## config.mk

```make
export PLATFORM = sky130hd
export DESIGN_NAME = fwrl_update
export DESIGN_NICKNAME = d
export VERILOG_FILES = /design/src/sv/per_id_fixed_window_rate_limiter_macros.svh /design/src/sv/fwrl_pkg.sv /design/src/sv/fwrl_update.sv
export SDC_FILE = /design/constraint.sdc
export NUM_CORES = 1
export LEC_CHECK = 0
export BUFFER_PORTS_ARGS = -buffer_cell sky130_fd_sc_hd__buf_2
export CAP_MARGIN = 40
export CELL_PAD_IN_SITES_DETAIL_PLACEMENT = 0
export CELL_PAD_IN_SITES_GLOBAL_PLACEMENT = 1
export CORE_ASPECT_RATIO = 1.2
export CORE_MARGIN = 3
export CORE_UTILIZATION = 36
export DETAILED_ROUTE_END_ITERATION = 7
export PLACE_DENSITY = 0.94
export SETUP_SLACK_MARGIN = 0.05
export SLEW_MARGIN = 15
export SYNTH_ARGS = -nofsm -noshare
export SYNTH_HDL_FRONTEND = slang
export SYNTH_SLANG_ARGS = --single-unit
```

## constraint.sdc

```tcl
create_clock -name vclk -period 12.6
set_input_delay 0.63 -clock vclk [all_inputs]
set_output_delay 0.63 -clock vclk [all_outputs]
set_load 0.01 [all_outputs]
```

## src/sv/per_id_fixed_window_rate_limiter_macros.svh

```systemverilog
// assertion macros for the rate limiter module
`ifndef PER_ID_FIXED_WINDOW_RATE_LIMITER_MACROS_SVH
`define PER_ID_FIXED_WINDOW_RATE_LIMITER_MACROS_SVH

// same-cycle implication, checked outside reset
`define FWRL_ASSERT_NOW(label, clk, rstn, ante, cons, msg) \
    label: assert property (@(posedge clk) disable iff (!(rstn)) (ante) |-> (cons)) \
        else $error(msg);

// next-cycle implication, checked outside reset
`define FWRL_ASSERT_NEXT(label, clk, rstn, ante, cons, msg) \
    label: assert property (@(posedge clk) disable iff (!(rstn)) (ante) |=> (cons)) \
        else $error(msg);

`endif

```

## src/sv/fwrl_pkg.sv

```systemverilog
package fwrl_pkg;

    // request opcodes
    localparam logic OP_CHECK = 1'b0;
    localparam logic OP_INIT  = 1'b1;

    // configuration register indexes
    localparam int unsigned CFG_ADDR_W = 8;
    localparam logic [CFG_ADDR_W-1:0] REG_MAX_PACKETS = 8'd0;
    localparam logic [CFG_ADDR_W-1:0] REG_WINDOW_MS   = 8'd1;

    // register reset values
    localparam logic [15:0] MAX_PACKETS_RESET = 16'd200;
    localparam logic [31:0] WINDOW_MS_RESET   = 32'd1000;

    // saturation point of the packet count
    localparam logic [15:0] COUNT_MAX = 16'hFFFF;

    // one table entry as held in memory
    typedef struct packed {
        logic        configured;
        logic [15:0] packet_count;
        logic [31:0] window_start;
    } entry_t;

    localparam int unsigned ENTRY_W = $bits(entry_t);

    // controller states
    typedef enum logic [1:0] {
        ST_CLEAR,
        ST_IDLE,
        ST_UPDATE
    } state_t;

endpackage

```

## src/sv/fwrl_update.sv

```systemverilog
module fwrl_update (
    input  fwrl_pkg::entry_t rd_entry,
    input  logic             op,
    input  logic [31:0]      now_ms,
    input  logic [31:0]      window_ms,
    input  logic [15:0]      max_packets,
    output fwrl_pkg::entry_t wr_entry,
    output logic             allowed
);

    logic [31:0] elapsed;
    logic        expired;
    logic        count_sat;
    logic [15:0] count_inc;
    logic        under_limit;

    // window age, modulo 2^32
    assign elapsed = now_ms - rd_entry.window_start;
    assign expired = (elapsed >= window_ms);

    // saturating count; the limit test looks at the count before the increment
    assign count_sat   = (rd_entry.packet_count == fwrl_pkg::COUNT_MAX);
    assign count_inc   = count_sat ? rd_entry.packet_count : rd_entry.packet_count + 16'd1;
    assign under_limit = (rd_entry.packet_count < max_packets)
                       || (count_sat && (max_packets == fwrl_pkg::COUNT_MAX));

    // new entry contents and verdict
    always_comb begin
        wr_entry = rd_entry;
        allowed  = 1'b0;
        if (op == fwrl_pkg::OP_INIT) begin
            wr_entry.configured   = 1'b1;
            wr_entry.packet_count = 16'd0;
            wr_entry.window_start = now_ms;
        end else if (!rd_entry.configured || expired) begin
            wr_entry.packet_count = 16'd1;
            wr_entry.window_start = now_ms;
            allowed               = 1'b1;
        end else begin
            wr_entry.packet_count = count_inc;
            allowed               = under_limit;
        end
    end

endmodule

```

== Word-level counts from Yosys, hierarchy flattened ==
Cells that the tools add are included.
W data, S select, Z words.

* Shift-type cells: 0
* Multipliers: 0
* Bitwise operators: 0
* $add $sub $neg: 2
* Div/mod/pow operators: 0
* Eq/ne operators: 2
* Muxes and demuxes: 7
* Reduce and logical (&&, ||, !) cells: 4
* $lt $le $gt $ge: 2

{| class="wikitable"
|+ Operators with widths
! kind !! number
|-
| $mux W48 || 1
|-
| $eq A16 B16 Y1 const B || 2
|-
| $ge A32 B32 Y1 || 1
|-
| $mux W16 || 2
|-
| $mux W32 || 1
|-
| $sub A32 B32 Y32 || 1
|-
| $add A16 B1 Y16 const B || 1
|-
| $lt A16 B16 Y1 || 1
|-
| $mux W1 || 3
|-
| $logic_or A1 B1 Y1 || 2
|-
| $logic_and A1 B1 Y1 || 1
|-
| $logic_not A1 Y1 || 1
|}

* Output and inout bits: 50
* Latch bits: 0
* Bits in registers: 0
* Bits of input ports: 130
* Memory bits (writable): 0
* Word-level logic and storage cells: 17
* Memory bits (read-only): 0
* Memories kept: 0

== Depth between registers and ports, before layout ==
* Word-level depth: 5
* Gate-level depth with buffers: 22
* Depth with buffers taken out: 19

== Least setup slack after synthesis ==
Ideal clock, no wire load.

* Kind: input -> output
* Start: input now_ms[0]
* End: output wr_entry[18] (netlist bit)
* Arrival: 4250 ps
* Required time: 11970 ps
* Cell stages on the path: 21
* Path buffers: 2
* Setup slack: 7720 ps
* Path through: inv_1 ha_1 inv_1 fa_1 a21o_1 a221o_1 o2111ai_2 a21oi_2 a221oi_4 o21bai_1 xor2_1 ha_1 nand4_1 nor3_1 nand2_1 nand4b_1 nor2_1 nand3b_1 buf_2 buf_2 mux2_2

{| class="wikitable"
|+ RTL lines
! element !! line !! RTL
|-
| start: declaration || fwrl_update.sv:4 || <nowiki>input logic [31:0] now_ms,</nowiki>
|-
| end: declaration || fwrl_update.sv:7 || <nowiki>output fwrl_pkg::entry_t wr_entry,</nowiki>
|}

==> impl_metrics.toml <==
[setup_path]
crit_chain = "buf_2 > inv_1 > ha_1 > inv_1 > fa_1 > a21o_1 > a221o_1 > o2111ai_2 > a21oi_2 > a221oi_4 > nor2_1 > a311oi_1 > ha_1 > nand4_1 > nor4_1 > o21ai_1 > nand3b_1 > buf_4 > mux2_2 > buf_2"
critical-path-slowest-cell = "nor4_1"
required_ps = 11970
crit_arrival_ps = 5430
worstSetupEndpointType = "output pin"
critical_path_class = "input port to output pin"
cp-start-kind = "input port"
slowest_delay_ps = 500
worst-path-max-fanout = 43

[drt]
wl_met3_um = 803
drc_errors = 0
drt-pass1-iter-count = 4
drt_iter0_drc = 165
top_layer = "met4"
routed_wl_um = 11400
vias = 4379
ant_nets = 0
vias_per_cell = 5.28
dr_wl_met2_um = 5560
wl_per_cell_um = 13.8
drt-met1-wl_um = 4910

[cells_and_area]
final.fill_count = 1045
antenna_cells = 0
nets = 918
fin_util = 0.485
seq_area_sq_um = 0
drive_above_1_share = 0.309
n_sequential_cell = 0
area_growth_pct = 28.0
nClkBuffers = 0

[floorplan]
die_w_um = 98.5
core-area_sq_mm = 0.00976
io_pins = 180
start_util = 0.379
die_h_um = 117
dieArea_sq_mm = 0.0115
fp-row-count = 39

[placed_design]
dp_hpwl_um = 10300
port_buffers = 180
gp_congestion = 0.855

[clock_network]
cts_hold_buf = 0
ctsResizeCount = 0
post_cts_buffers = 0

[logic_synthesis]
synth_nets = 742
syn_avg_cell_area_sq_um = 6.95
yosysSeqAreaShare = 0
yosysWarnings = 0
syn-cell-area_sq_mm = 0.00370
post_synth_num_cell_types = 47
synthCells = 532

[flow_run]
cap_viol_max_count = 0

[grt]
grt_pass1_vias = 4196
grt_max_degree = 44
grtUsageTotal = 0.188
grt_overflow_total = 0
antenna_found_initial = 0
grt_pass1_wl_um = 18600

[power]
irDropWorstVdd_uv = 22.8
power-per-cell-area_mw_per_mm2 = 48.9
p_leak_uw = 0.00267

[sta]
relSlewSlack = 0.644
rsz0062_at_grt = "false"
fin_crit_ps = 6060
finalSetupViolCount = 0
fmax_ghz = 0.165
setup_tns_ps = 0
fin_crit_sh = 0.481
tightest_slew_ps = 528
slew_violations = 0
hold_violations = 0

[min_path]
hold_class = "input port to output pin"

[status]
status = "finished clean"
-- through the flow --
step                      cells  hold WS [ps]  setup slack, ps  instance area (sq um)  power (uW)
after floorplan             532          1300             7720                   3700         158
after global placement      828          1580             6620                   4720         227
after detailed placement    829          1590             6470                   4730         232
after CTS                   829          1590             6450                   4730         234
after global routing        829          1600             6090                   4730         263
final                       829          1590             6540                   4730         232
-- path summary, 6_finish.rpt --
path,startpoint,end,slack (ps),cells after the start
worst max-delay path,now_ms[0],wr_entry[4],6540,20
worst min-delay path,rd_entry[13],wr_entry[13],1590,3
-- synthesized netlist by cell type, drive strengths merged (2+ instances only) --
cell      n  share of area
nor2     31          0.031
nand2b    5         0.0085
o21ai    25          0.034
a31oi     6          0.010
a21oi    54          0.074
nand4    17          0.029
a221o     2         0.0054
and4      3         0.0071
nand3b    4         0.0081
nor3      9          0.012
o2111ai   3         0.0088
o31ai     2         0.0041
buf       7         0.0088
ha       79           0.27
xor2     16          0.038
inv      88          0.089
mux2     32          0.097
nand2    34          0.035
nand3    17          0.023
a21o     20          0.041
o21a      3         0.0061
nor2b     4         0.0068
a221oi    2         0.0095
o211ai    6          0.012
a211oi    4         0.0081
o21bai    7          0.014
and3      9          0.015
nand4b    2         0.0047
and2      3         0.0051
xnor2    23          0.054
nor4      3         0.0051
a21boi    2         0.0041
-- worst max-delay path: cells and delay by family --
family,cells,cell delay [ps]
adders and majority gates,3,750
buffers and inverters,5,850
and+or+nand+nor,4,990
muxes,1,400
AOI/OAI and AO/OA,7,1740
-- layout make-up --
class                      count  area, sq um  area share
multi-input combinational    436         3330       0.704
inverter                      88          330      0.0698
tap                          123          154      0.0325
timing repair buffer         182          918       0.194
-- placed cells by master, fill, tap and decap left out, types with 2 or more instances in the layout --
cell type    n
a31oi_1      6
o211ai_1     6
nand3b_1     4
o21a_1       3
inv_1       88
o21bai_1     7
nand4b_1     2
ha_1        79
a221o_1      2
nand2_1     34
nor3_1       9
buf_2      180
a21o_1      20
o2111ai_1    2
and3_1       9
nand3_1     17
o31ai_1      2
and4_1       3
nor2_1      31
nor2b_1      4
xnor2_1     23
a21oi_1     53
o21ai_0     24
mux2_2      32
xor2_1      16
and2_1       3
nand2b_1     5
nand4_1     17
nor4_1       3
a211oi_1     4
a21boi_0     2
-- routing by layer --
metal  global-route usage  up-vias
met3               0.0119        9
met5                    0        -
li1                     -     2248
met4               0.0200        0
met2                0.363      174
met1                0.236     1948
-- where the power goes --
part	switching, uW	leakage (uW)	internal [uW]
Combinational	124	0.00267	107
Sequential	0	0	0
Clock	0	0	0
-- kinds of logic after synthesis --
kind of cell / Yosys count / share of synthesized area
buffers and inverters: 96 / 0.0991
XOR/XNOR: 39 / 0.0924
AO/OA/AOI/OAI: 141 / 0.242
AND/OR/NAND/NOR: 143 / 0.194
adder cells (fa/ha/maj): 80 / 0.273
multiplexers: 33 / 0.100
Power figures use the tool's default switching activity.
