--- src/sv/per_id_fixed_window_rate_limiter_macros.svh ---
// assertion macros for the rate limiter module
`ifndef PER_ID_FIXED_WINDOW_RATE_LIMITER_MACROS_SVH
`define PER_ID_FIXED_WINDOW_RATE_LIMITER_MACROS_SVH

// same-cycle implication, checked outside reset
`define FWRL_ASSERT_NOW(label, clk, rstn, ante, cons, msg) \
    label: assert property (@(posedge clk) disable iff (!(rstn)) (ante) |-> (cons)) \
        else $error(msg);

// next-cycle implication, checked outside reset
`define FWRL_ASSERT_NEXT(label, clk, rstn, ante, cons, msg) \
    label: assert property (@(posedge clk) disable iff (!(rstn)) (ante) |=> (cons)) \
        else $error(msg);

`endif

--- src/sv/fwrl_ram.sv ---
module fwrl_ram #(
    parameter int WIDTH = 8,
    parameter int DEPTH = 16
) (
    input  logic                                  aclk,
    input  logic                                  we,
    input  logic [(DEPTH > 1 ? $clog2(DEPTH) : 1)-1:0] waddr,
    input  logic [WIDTH-1:0]                      wdata,
    input  logic                                  re,
    input  logic [(DEPTH > 1 ? $clog2(DEPTH) : 1)-1:0] raddr,
    output logic [WIDTH-1:0]                      rdata
);

    logic [WIDTH-1:0] mem [DEPTH];

    // single write port, registered read port
    always_ff @(posedge aclk) begin
        if (we) begin
            mem[waddr] <= wdata;
        end
        if (re) begin
            rdata <= mem[raddr];
        end
    end

endmodule

--- config.mk ---
export PLATFORM = sky130hd
export DESIGN_NAME = fwrl_ram
export DESIGN_NICKNAME = d
export VERILOG_FILES = /design/src/sv/per_id_fixed_window_rate_limiter_macros.svh /design/src/sv/fwrl_ram.sv
export SDC_FILE = /design/constraint.sdc
export NUM_CORES = 1
export LEC_CHECK = 0
export ABC_AREA = 1
export BUFFER_PORTS_ARGS = -buffer_cell sky130_fd_sc_hd__buf_2
export CAP_MARGIN = 20
export CORE_MARGIN = 3
export CORE_UTILIZATION = 50
export DETAILED_ROUTE_END_ITERATION = 10
export GPL_ROUTABILITY_DRIVEN = 0
export GPL_TIMING_DRIVEN = 0
export PLACE_DENSITY_LB_ADDON = 0.05
export SETUP_SLACK_MARGIN = 0.5
export SLEW_MARGIN = 10
export SYNTH_ARGS = -nofsm -noshare
export SYNTH_HDL_FRONTEND = slang
export SYNTH_SLANG_ARGS = --single-unit
--- constraint.sdc ---
create_clock -name aclk -period 1.5 [get_ports aclk]
set_input_delay 0.3 -clock aclk [delete_from_list [all_inputs] [get_ports aclk]]
set_output_delay 0.3 -clock aclk [all_outputs]
set_load 0.01 [all_outputs]
Yosys cells after proc, flatten, opt, wreduce, memory -nomap -nowiden
Memory sizes are Yosys's and may differ from the RTL's. A register that Yosys moved wholly into a read port is not among the register bits.
Index checks and enable logic that the tools add are counted.
- register bits after elaboration: 0
- RAM bits: 128
- input port bits: 19
- output and inout bits: 8
- word-level logic and storage cells: 3
- memories: 1
- memories (memory ; words ; bits a word ; read ports ; clocked after Yosys merged registers in ; write ports ; line ; source):
    mem ; 16 ; 8 ; 1 ; 1 ; 1 ; fwrl_ram.sv:14 ; logic [WIDTH-1:0] mem [DEPTH];
- muxes and demuxes: 2
- operators by type and width (cell ; number):
    two-way mux 1 bit ; 2

Logic depth before layout (Yosys ltp)
Gate-level depths: netlist of the first run.
- depth in word-level cells: 2
- mapped depth: 8
- depth with buffers taken out: 7

Worst setup path after synthesis of the first run
OpenSTA, ideal clock, no wires.
- path type: input port to flip-flop
- from: in waddr[2] in the netlist's numbering
- to: mem mem[10][0], enable pin
- setup time: 0.370 ns
- arrival: 0.881 ns
- required time: 1.130 ns
- slack: 0.249 ns
- stages on the path: 2
- buffers on the path: 0
- cells stage by stage: nand3b_1 -> nor2_1
- RTL lines (what ; line ; source):
    start, declared ; fwrl_ram.sv:7 ; input logic [(DEPTH > 1 ? $clog2(DEPTH) : 1)-1:0] waddr,
    end, declared ; fwrl_ram.sv:14 ;
No word-level cell before the write port.

Final worst setup path of the first run
- from: reg rdata[5] (read register of mem)
- to: out rdata[5]
- RTL lines (what ; line ; source):
    start, declared ; fwrl_ram.sv:11 ; output logic [WIDTH-1:0] rdata
No word-level cell between the ends.

==> flow_summary_export.csv, run 1 <==
group,metric,value,unit
yosys,ys.warnings.count,0,
global_route,grt_max_degree,17,
floorplanning,io_pins,27,
yosys,synth_most_common_cell,"nand2_1",
route,route.detailed.drc,0,
floorplanning,dieHeight,114,um
power,p_total,8.93,mW
yosys,yosys.area.top_type,"edfxtp_1",
critical_path,endpoint,"rdata[5]",
critical_path,critPathKind,"flip-flop to output pin",
timing,final_hold_viol_count,0,
timing,min_period,1240,ps
yosys,synth_nets,570,
layout,final_area,0.00740,mm^2
route,drt_iter0_drc,340,
yosys,ys.flop_type,"edfxtp_1",
yosys,seq_area_frac_synth,0.698,
floorplanning,die_w,114,um
power,leakagePower,3.10,nW
power,ir_drop,0.805,mV
layout,final_cells,751,
clocking,path_clk_slew,60,ps
timing,fin_tns_setup,0,ps
critical_path,regToRegStartpoint,"mem[10][1]",
route,ant_nets,0,
clocking,cts_buffers,17,
placement,dpl_worst_slack,-185,ps
yosys,synth_enable_flop_cells,136,
route,drt_pass1_iterations,4,
placement,hpwl,9300,um
yosys,syn_inst,551,
critical_path,r2r_end,"rdata[1]",
clocking,cts.root.buffer_cell,"clkbuf_16",
global_route,grt_pass1_vias,3891,
yosys,netlist_top_cells_count,"173 x nand2_1, 136 x edfxtp_1, 100 x inv_1",
layout,area_growth,26.6,%
floorplanning,placementRows,38,
critical_path,crit_path_end_kind,"output pin",
clocking,cts.sink_count,136,
yosys,synth_cell_types,11,
yosys,async_reset_ff_frac,0,
timing,fin_ws,258,ps
clocking,cts_max_path_buffers,2,
timing,worst_pin_slew,408,ps
layout,nFillCells,842,
clocking,hold_buffers,0,
status,status,"finished, final reports clean",
yosys,synth_top_area_frac,0.698,
route,vias_per_cell,5.26,
critical_path,crit_buf_inv,1,
floorplanning,start_util,0.526,
timing,rsz0062_at_grt,"true",
critical_path,crit_family,"flip-flops",
timing,fin_crit_sh,0.828,
timing,setup_viol,0,
floorplanning,die_area,0.0130,mm^2
critical_path,slowest_delay,370,ps
clocking,htree_levels,4,
yosys,synthTopCellsByArea,"edfxtp_1 70%, nand2_1 11%, nand3_1 8.3%",
timing,skew,4.39,ps
timing,maxSlewHeadroom,0.727,
yosys,syn_area_per_cell,10.6,um^2
timing,slew_viol_final,0,
global_route,antenna_found_initial,0,
timing,max_freq,805,MHz
critical_path,path_depth,1,
layout,nets,617,
global_route,track_usage,0.238,
placement,dp.cells,714,
power,p_per_area,1210,mW/mm^2
clocking,cts_tree,"yes",
min_path,hp-class,"input pin to flip-flop",
critical_path,worstPathCellList,"buf_2",
critical_path,slowest_stage,"edfxtp_1",
yosys,synth_area,0.00585,mm^2
layout,diodes,0,
critical_path,cp.required,1200,ps
global_route,grt_pass1_wl,22300,um
critical_path,reg2regPathDepth,6,
critical_path,crit_path_start,"rdata[5]",
critical_path,worstPathArrival,940,ps
layout,drive_gt1_frac,0.334,
placement,dpl_cell_area,0.00637,mm^2
placement,portBuffers,23,
route,route.detailed.wl_per_inst,19.5,um
flow_run,maxCapViolCount,0,
yosys,ys_seq_elements,136,
floorplanning,coreArea,0.0111,mm^2
critical_path,cp-start-kind,"flip-flop",
route,vias,3952,
critical_path,ff2ff_setup_slack,400,ps
critical_path,cp_max_fo,1,
global_route,grt_overflow,0,
route,wirelength,14600,um
clocking,clock_latency,420,ps
-- routing by layer --
layer | wire, um | vias to the layer above | GRT usage
met4 | 204 | 0 | 0.0784
met5 | 0 | - | 0
met3 | 1040 | 18 | 0.0587
li1 | - | 1885 | -
met2 | 6820 | 139 | 0.351
met1 | 6560 | 1910 | 0.350
-- power breakdown --
group | total [mW] | switching [mW] | leakage, nW | internal (mW)
sequential | 4.30 | 0.0213 | 1.24 | 4.28
clock | 3.89 | 1.49 | 0.261 | 2.40
combinational | 0.737 | 0.500 | 1.60 | 0.237
total | 8.93 | 2.01 | 3.10 | 6.92
-- metrics by stage --
step                      utilization  hold WS [ps]
after floorplan                     -           399
after global placement          0.573           659
after detailed placement        0.573           674
after CTS                       0.649           247
after global routing            0.665           246
final                           0.665           244
-- sequential cells by signal, indices dropped and copies added (netlist names) --
signal and flops:
mem 128, rdata 8
-- layout by cell type (no fill, tap or decap) --
master | synthesis | final
edfxtp_1 | 136 | 136
nand2_1 | 173 | 132
inv_1 | 100 | 97
nand3_2 | 0 | 63
nand2_2 | 0 | 40
nand3_1 | 97 | 32
buf_2 | 13 | 27
nor2_4 | 0 | 17
clkbuf_16 | 0 | 17
buf_6 | 6 | 15
buf_4 | 4 | 6
clkinv_1 | 0 | 5
inv_4 | 0 | 3
clkbuf_1 | 0 | 3
clkinv_2 | 0 | 3
buf_12 | 0 | 2
buf_8 | 0 | 2
inv_2 | 2 | 2
nand3_4 | 0 | 2
nand3b_1 | 2 | 2
bufinv_16 | 0 | 2
clkinvlp_4 | 0 | 2
nand2_4 | 0 | 1
-- logic make-up (layout without fill, tap and decap cells) --
| kind of cell | count (synthesis) | count (layout) | share of synthesized area |
|---|---|---|---|
| simple gates | 289 | 289 | 0.208 |
| buf+inv | 126 | 186 | 0.0939 |
| flops | 136 | 136 | 0.698 |
-- layout make-up --
type	instances	area, um^2	area share
flip-flops and latches	136	4080	0.552
multi-input cells	289	1790	0.242
clock buffers	20	437	0.0590
inverters	102	390	0.0527
plain buffers	24	254	0.0343
well taps	140	175	0.0237
repair buffers	28	165	0.0223
clock inverters	12	109	0.0147
-- worst min-delay path by stage --
stage                     startpoint        end  slack, ps  cells after the start
final                             re   rdata[3]        240                      1
after global routing              re   rdata[1]        250                      1
after CTS                         re   rdata[3]        250                      1
after detailed placement          re   rdata[3]        670                      1
after global placement            re   rdata[0]        660                      1
after floorplan             wdata[0]  mem[0][0]        400                      0
-- what timing repair did --
| item | in CTS | in global routing |
|---|---|---|
| setup buffers | 5 | 0 |
| setup endpoints to repair | 80 | 16 |
| resized for setup | 57 | 44 |
| pin swaps | 35 | 37 |
(Power assumes the default switching activity.)
==> inputs of run 2 (changes only) <==
==> constraint.sdc (replaced) <==
create_clock -name aclk -period 1.05 [get_ports aclk]
set_input_delay 0.21 -clock aclk [delete_from_list [all_inputs] [get_ports aclk]]
set_output_delay 0.21 -clock aclk [all_outputs]
set_load 0.01 [all_outputs]
==> flow_summary_export.csv, run 2 (synthesis results as in run 1) <==
group,metric,value,unit
clocking,clock_latency,410,ps
min_path,hp-class,"input pin to flip-flop",
floorplanning,coreArea,0.0111,mm^2
critical_path,reg2regPathDepth,6,
status,status,"finished, violations left",
timing,fin_crit_sh,1.09,
route,route.detailed.wl_per_inst,19.3,um
timing,min_period,1140,ps
floorplanning,start_util,0.526,
global_route,grt_overflow,0,
route,drt_iter0_drc,373,
global_route,grt_pass1_vias,3991,
global_route,grt_max_degree,17,
critical_path,r2r_end,"rdata[7]",
clocking,cts_tree,"yes",
floorplanning,placementRows,38,
clocking,cts.root.buffer_cell,"clkbuf_16",
clocking,path_clk_slew,60,ps
critical_path,cp_max_fo,1,
route,wl_met3,1250,um
layout,fin_util,0.699,
critical_path,worstPathCellList,"buf_2",
route,wirelength,14800,um
floorplanning,dieHeight,114,um
power,p_per_area,1700,mW/mm^2
timing,setup_viol,15,
clocking,cts.sink_count,136,
route,top_layer,"met4",
route,drt-met1-wl,6290,um
critical_path,slowest_stage,"edfxtp_1",
route,route.detailed.drc,0,
layout,largest_reg_flops,128,
timing,slew_viol_final,0,
route,vias,4016,
placement,hpwl,9260,um
route,drt_pass1_iterations,7,
critical_path,regToRegStartpoint,"mem[15][7]",
critical_path,cp.required,840,ps
min_path,min_to,"rdata[0]",
layout,drive_gt1_frac,0.356,
layout,layout_common_cells,"136 x edfxtp_1, 132 x nand2_1, 95 x inv_1",
layout,top_register,"mem",
timing,final_hold_viol_count,0,
placement,portBuffers,23,
critical_path,critPathKind,"flip-flop to output pin",
route,ant_nets,0,
critical_path,crit_family,"flip-flops",
floorplanning,die_area,0.0130,mm^2
floorplanning,die_w,114,um
clocking,cts_buffers,17,
layout,diodes,0,
critical_path,ff2ff_setup_slack,-40,ps
layout,final_common_cell,"edfxtp_1",
clocking,cts_max_path_buffers,2,
critical_path,crit_path_end_kind,"output pin",
min_path,whs_path_depth,1,
timing,maxSlewHeadroom,0.713,
clocking,htree_levels,4,
clocking,hold_buffers,0,
timing,worst_pin_slew,431,ps
layout,top_regs,"mem x128, rdata x8",
critical_path,slowest_delay,370,ps
global_route,track_usage,0.244,
status,violations,"negative setup slack",
timing,max_freq,877,MHz
layout,area_growth,33.0,%
critical_path,cp-start-kind,"flip-flop",
timing,skew,4.90,ps
layout,nets,632,
global_route,antenna_found_initial,0,
global_route,grt_pass1_wl,23100,um
floorplanning,io_pins,27,
route,wl_met2,6990,um
timing,fin_ws,-90.4,ps
route,vias_per_cell,5.24,
min_path,hold_start,"re",
critical_path,crit_buf_inv,1,
power,leakagePower,3.25,nW
timing,fin_tns_setup,-684,ps
power,ir_drop,1.06,mV
timing,rsz0062_at_grt,"true",
flow_run,maxCapViolCount,0,
critical_path,worstPathArrival,930,ps
[run 2: metrics by stage]
| step | hold WS [ps] | setup WS, ps | total power, mW | instances | area, um^2 |
|---|---|---|---|---|---|
| after detailed placement | 587 | -506 | 7.15 | 714 | 6400 |
| after global placement | 574 | -482 | 7.14 | 714 | 6400 |
| after CTS | 157 | -115 | 13.2 | 763 | 7600 |
| final | 163 | -90.4 | 13.2 | 766 | 7780 |
| after global routing | 151 | -126 | 13.6 | 766 | 7780 |
| after floorplan | 309 | -33.6 | 6.79 | 551 | 6110 |
[run 2: layout make-up]
cell class	instances	area, um^2
tap	140	175
multi-input combinational	289	1830
buffer	24	251
timing repair buffer	43	452
clock inverter	13	155
sequential	136	4080
inverter	102	400
clock buffer	19	433
fill	812	3350
[run 2: how the worst max path moves through the flow]
stage	cells past startpoint	slack, ps	from	end
floorplan	2	-30	waddr[2]	mem[10][0]
global placement	3	-480	waddr[3]	mem[4][2]
detailed placement	3	-510	waddr[3]	mem[4][2]
CTS	1	-110	rdata[6]	rdata[6]
global route	1	-130	rdata[3]	rdata[3]
finish	1	-90	rdata[6]	rdata[6]
[run 2: what timing repair did]
action,CTS,global route
endpoints found under the setup margin,144,144
gates cloned,0,0
buffers inserted,17,3
resized for setup,85,36
pin swaps,45,32
[run 2: where the power goes]
part | leakage (nW) | total (mW) | switching, mW | internal, mW
registers | 1.24 | 6.15 | 0.0288 | 6.12
clock network | 0.286 | 5.91 | 2.19 | 3.71
logic | 1.73 | 1.14 | 0.740 | 0.399
total | 3.25 | 13.2 | 2.96 | 10.2
[run 2: metal layers]
layer	vias to the layer above	track usage
met4	0	0.0721
met1	1881	0.347
met3	27	0.0613
met5	-	0
li1	1915	-
met2	193	0.375
==> inputs of run 3 (changes only) <==
--- a/config.mk
+++ b/config.mk
@@ -14,6 +14,7 @@
 export GPL_ROUTABILITY_DRIVEN = 0
 export GPL_TIMING_DRIVEN = 0
 export PLACE_DENSITY_LB_ADDON = 0.05
+export RECOVER_POWER = 100
 export SETUP_SLACK_MARGIN = 0.5
 export SLEW_MARGIN = 10
 export SYNTH_ARGS = -nofsm -noshare
==> flow_summary_export.csv, run 3 (synthesis results as in run 1) <==
group,metric,value,unit
clocking,clock_latency,410,ps
route,drt_iter0_drc,374,
timing,fin_ws,-92.4,ps
clocking,path_clk_slew,60,ps
clocking,cts_max_path_buffers,2,
critical_path,reg2regPathDepth,6,
min_path,hp-class,"input pin to flip-flop",
global_route,track_usage,0.244,
power,ir_drop,1.06,mV
critical_path,critPathKind,"flip-flop to output pin",
floorplanning,start_util,0.526,
clocking,htree_levels,4,
critical_path,path_depth,1,
layout,top_regs,"mem x128, rdata x8",
critical_path,cp-start-kind,"flip-flop",
power,power_frac_clock,0.451,
critical_path,crit_family,"flip-flops",
global_route,grt_max_degree,17,
critical_path,crit_path_end_kind,"output pin",
global_route,grt_pass1_vias,3991,
critical_path,slowest_delay,370,ps
layout,nets,632,
route,drt_pass1_iterations,5,
clocking,cts.sink_count,136,
power,p_per_area,1750,mW/mm^2
critical_path,cp.required,840,ps
global_route,antenna_found_initial,0,
clocking,cts_tree,"yes",
floorplanning,coreArea,0.0111,mm^2
clocking,hold_buffers,0,
timing,min_period,1140,ps
route,route.detailed.wl_per_inst,19.5,um
power,pwr-share-comb,0.081,
layout,nFillCells,861,
layout,top_register,"mem",
floorplanning,die_area,0.0130,mm^2
clocking,cts_buffers,17,
timing,maxSlewHeadroom,0.328,
layout,seqCellArea,0.00408,mm^2
timing,rsz0062_at_grt,"true",
route,wirelength,14900,um
timing,skew,5.98,ps
timing,setup_viol,31,
status,violations,"negative setup slack",
layout,drive_gt1_frac,0.315,
timing,worst_pin_slew,1010,ps
power,p_total,13.1,mW
layout,multi_input_area,0.00172,mm^2
floorplanning,dieHeight,114,um
floorplanning,io_pins,27,
route,route.detailed.drc,0,
clocking,cts.root.buffer_cell,"clkbuf_16",
layout,area_growth,28.2,%
layout,diodes,0,
global_route,grt_overflow,0,
layout,final_common_cell,"edfxtp_1",
layout,largest_reg_flops,128,
placement,hpwl,9260,um
timing,fin_crit_sh,1.09,
route,vias_per_cell,5.23,
power,leakagePower,3.18,nW
critical_path,worstPathCellList,"buf_2",
critical_path,slowest_stage,"edfxtp_1",
power,switching_share,0.225,
flow_run,maxCapViolCount,0,
power,seqPwrFrac,0.468,
power,p_switching,2.95,mW
critical_path,crit_buf_inv,1,
timing,final_hold_viol_count,0,
layout,layout_common_cells,"136 x edfxtp_1, 133 x nand2_1, 95 x inv_1",
floorplanning,die_w,114,um
floorplanning,placementRows,38,
power,internal-power,10.2,mW
global_route,grt_pass1_wl,23100,um
timing,whs,249,ps
critical_path,cp_max_fo,1,
critical_path,worstPathArrival,930,ps
timing,max_freq,875,MHz
route,vias,4009,
route,ant_nets,0,
placement,portBuffers,23,
timing,slew_viol_final,0,
status,status,"finished, violations left",
min_path,whs_path_depth,3,
run 3: final timing paths:
check | slack, ps | to | from
min reg2reg | 760 | rdata[5] | mem[12][5]
max reg2reg | -40 | rdata[7] | mem[14][7]
max | -90 | rdata[6] | rdata[6]
min | 250 | mem[1][4] | waddr[0]
run 3: final cells by class:
| class | instances | area share |
|---|---|---|
| buffer | 24 | 0.0336 |
| clock buffer | 19 | 0.0578 |
| clock inverter | 13 | 0.0207 |
| inverter | 102 | 0.0534 |
| multi-input combinational | 289 | 0.230 |
| sequential | 136 | 0.545 |
| tap | 140 | 0.0234 |
| timing repair buffer | 43 | 0.0364 |
run 3: stage by stage:
step           setup WS [ps]  TNS [ps]  instances  instance area (um^2)  utilization
6_report               -92.4     -1380        766                  7490        0.674
3_5_place_dp            -506    -40790        714                  6400        0.575
5_1_grt                 -126     -4460        766                  7490        0.674
4_1_cts                 -115      -727        763                  7600        0.683
3_3_place_gp            -482    -38480        714                  6400        0.575
2_1_floorplan          -33.6     -2150        551                  6110            -
run 3: timing repair:
item,4_1_cts,5_1_grt
gates resized for setup,85,36
pin swaps,45,32
setup endpoints to repair,144,144
setup buffers,17,3
run 3: power by group through the flow:
| stage | clock [mW] | sequential [mW] | combinational, mW |
|---|---|---|---|
| 2_1_floorplan | 0 | 6.27 | 0.516 |
| 3_3_place_gp | 0 | 6.26 | 0.880 |
| 3_5_place_dp | 0 | 6.26 | 0.894 |
| 4_1_cts | 5.93 | 6.15 | 1.07 |
| 5_1_grt | 6.22 | 6.16 | 1.15 |
| 6_report | 5.92 | 6.15 | 1.07 |
run 3: routing by layer:
| layer | vias to the layer above | GRT usage | part of all wire |
|---|---|---|---|
| met1 | 1894 | 0.347 | 0.44 |
| met3 | 39 | 0.0613 | 0.078 |
| met2 | 165 | 0.375 | 0.46 |
| met4 | 0 | 0.0721 | 0.026 |
| met5 | - | 0 | 0 |
| li1 | 1911 | - | - |
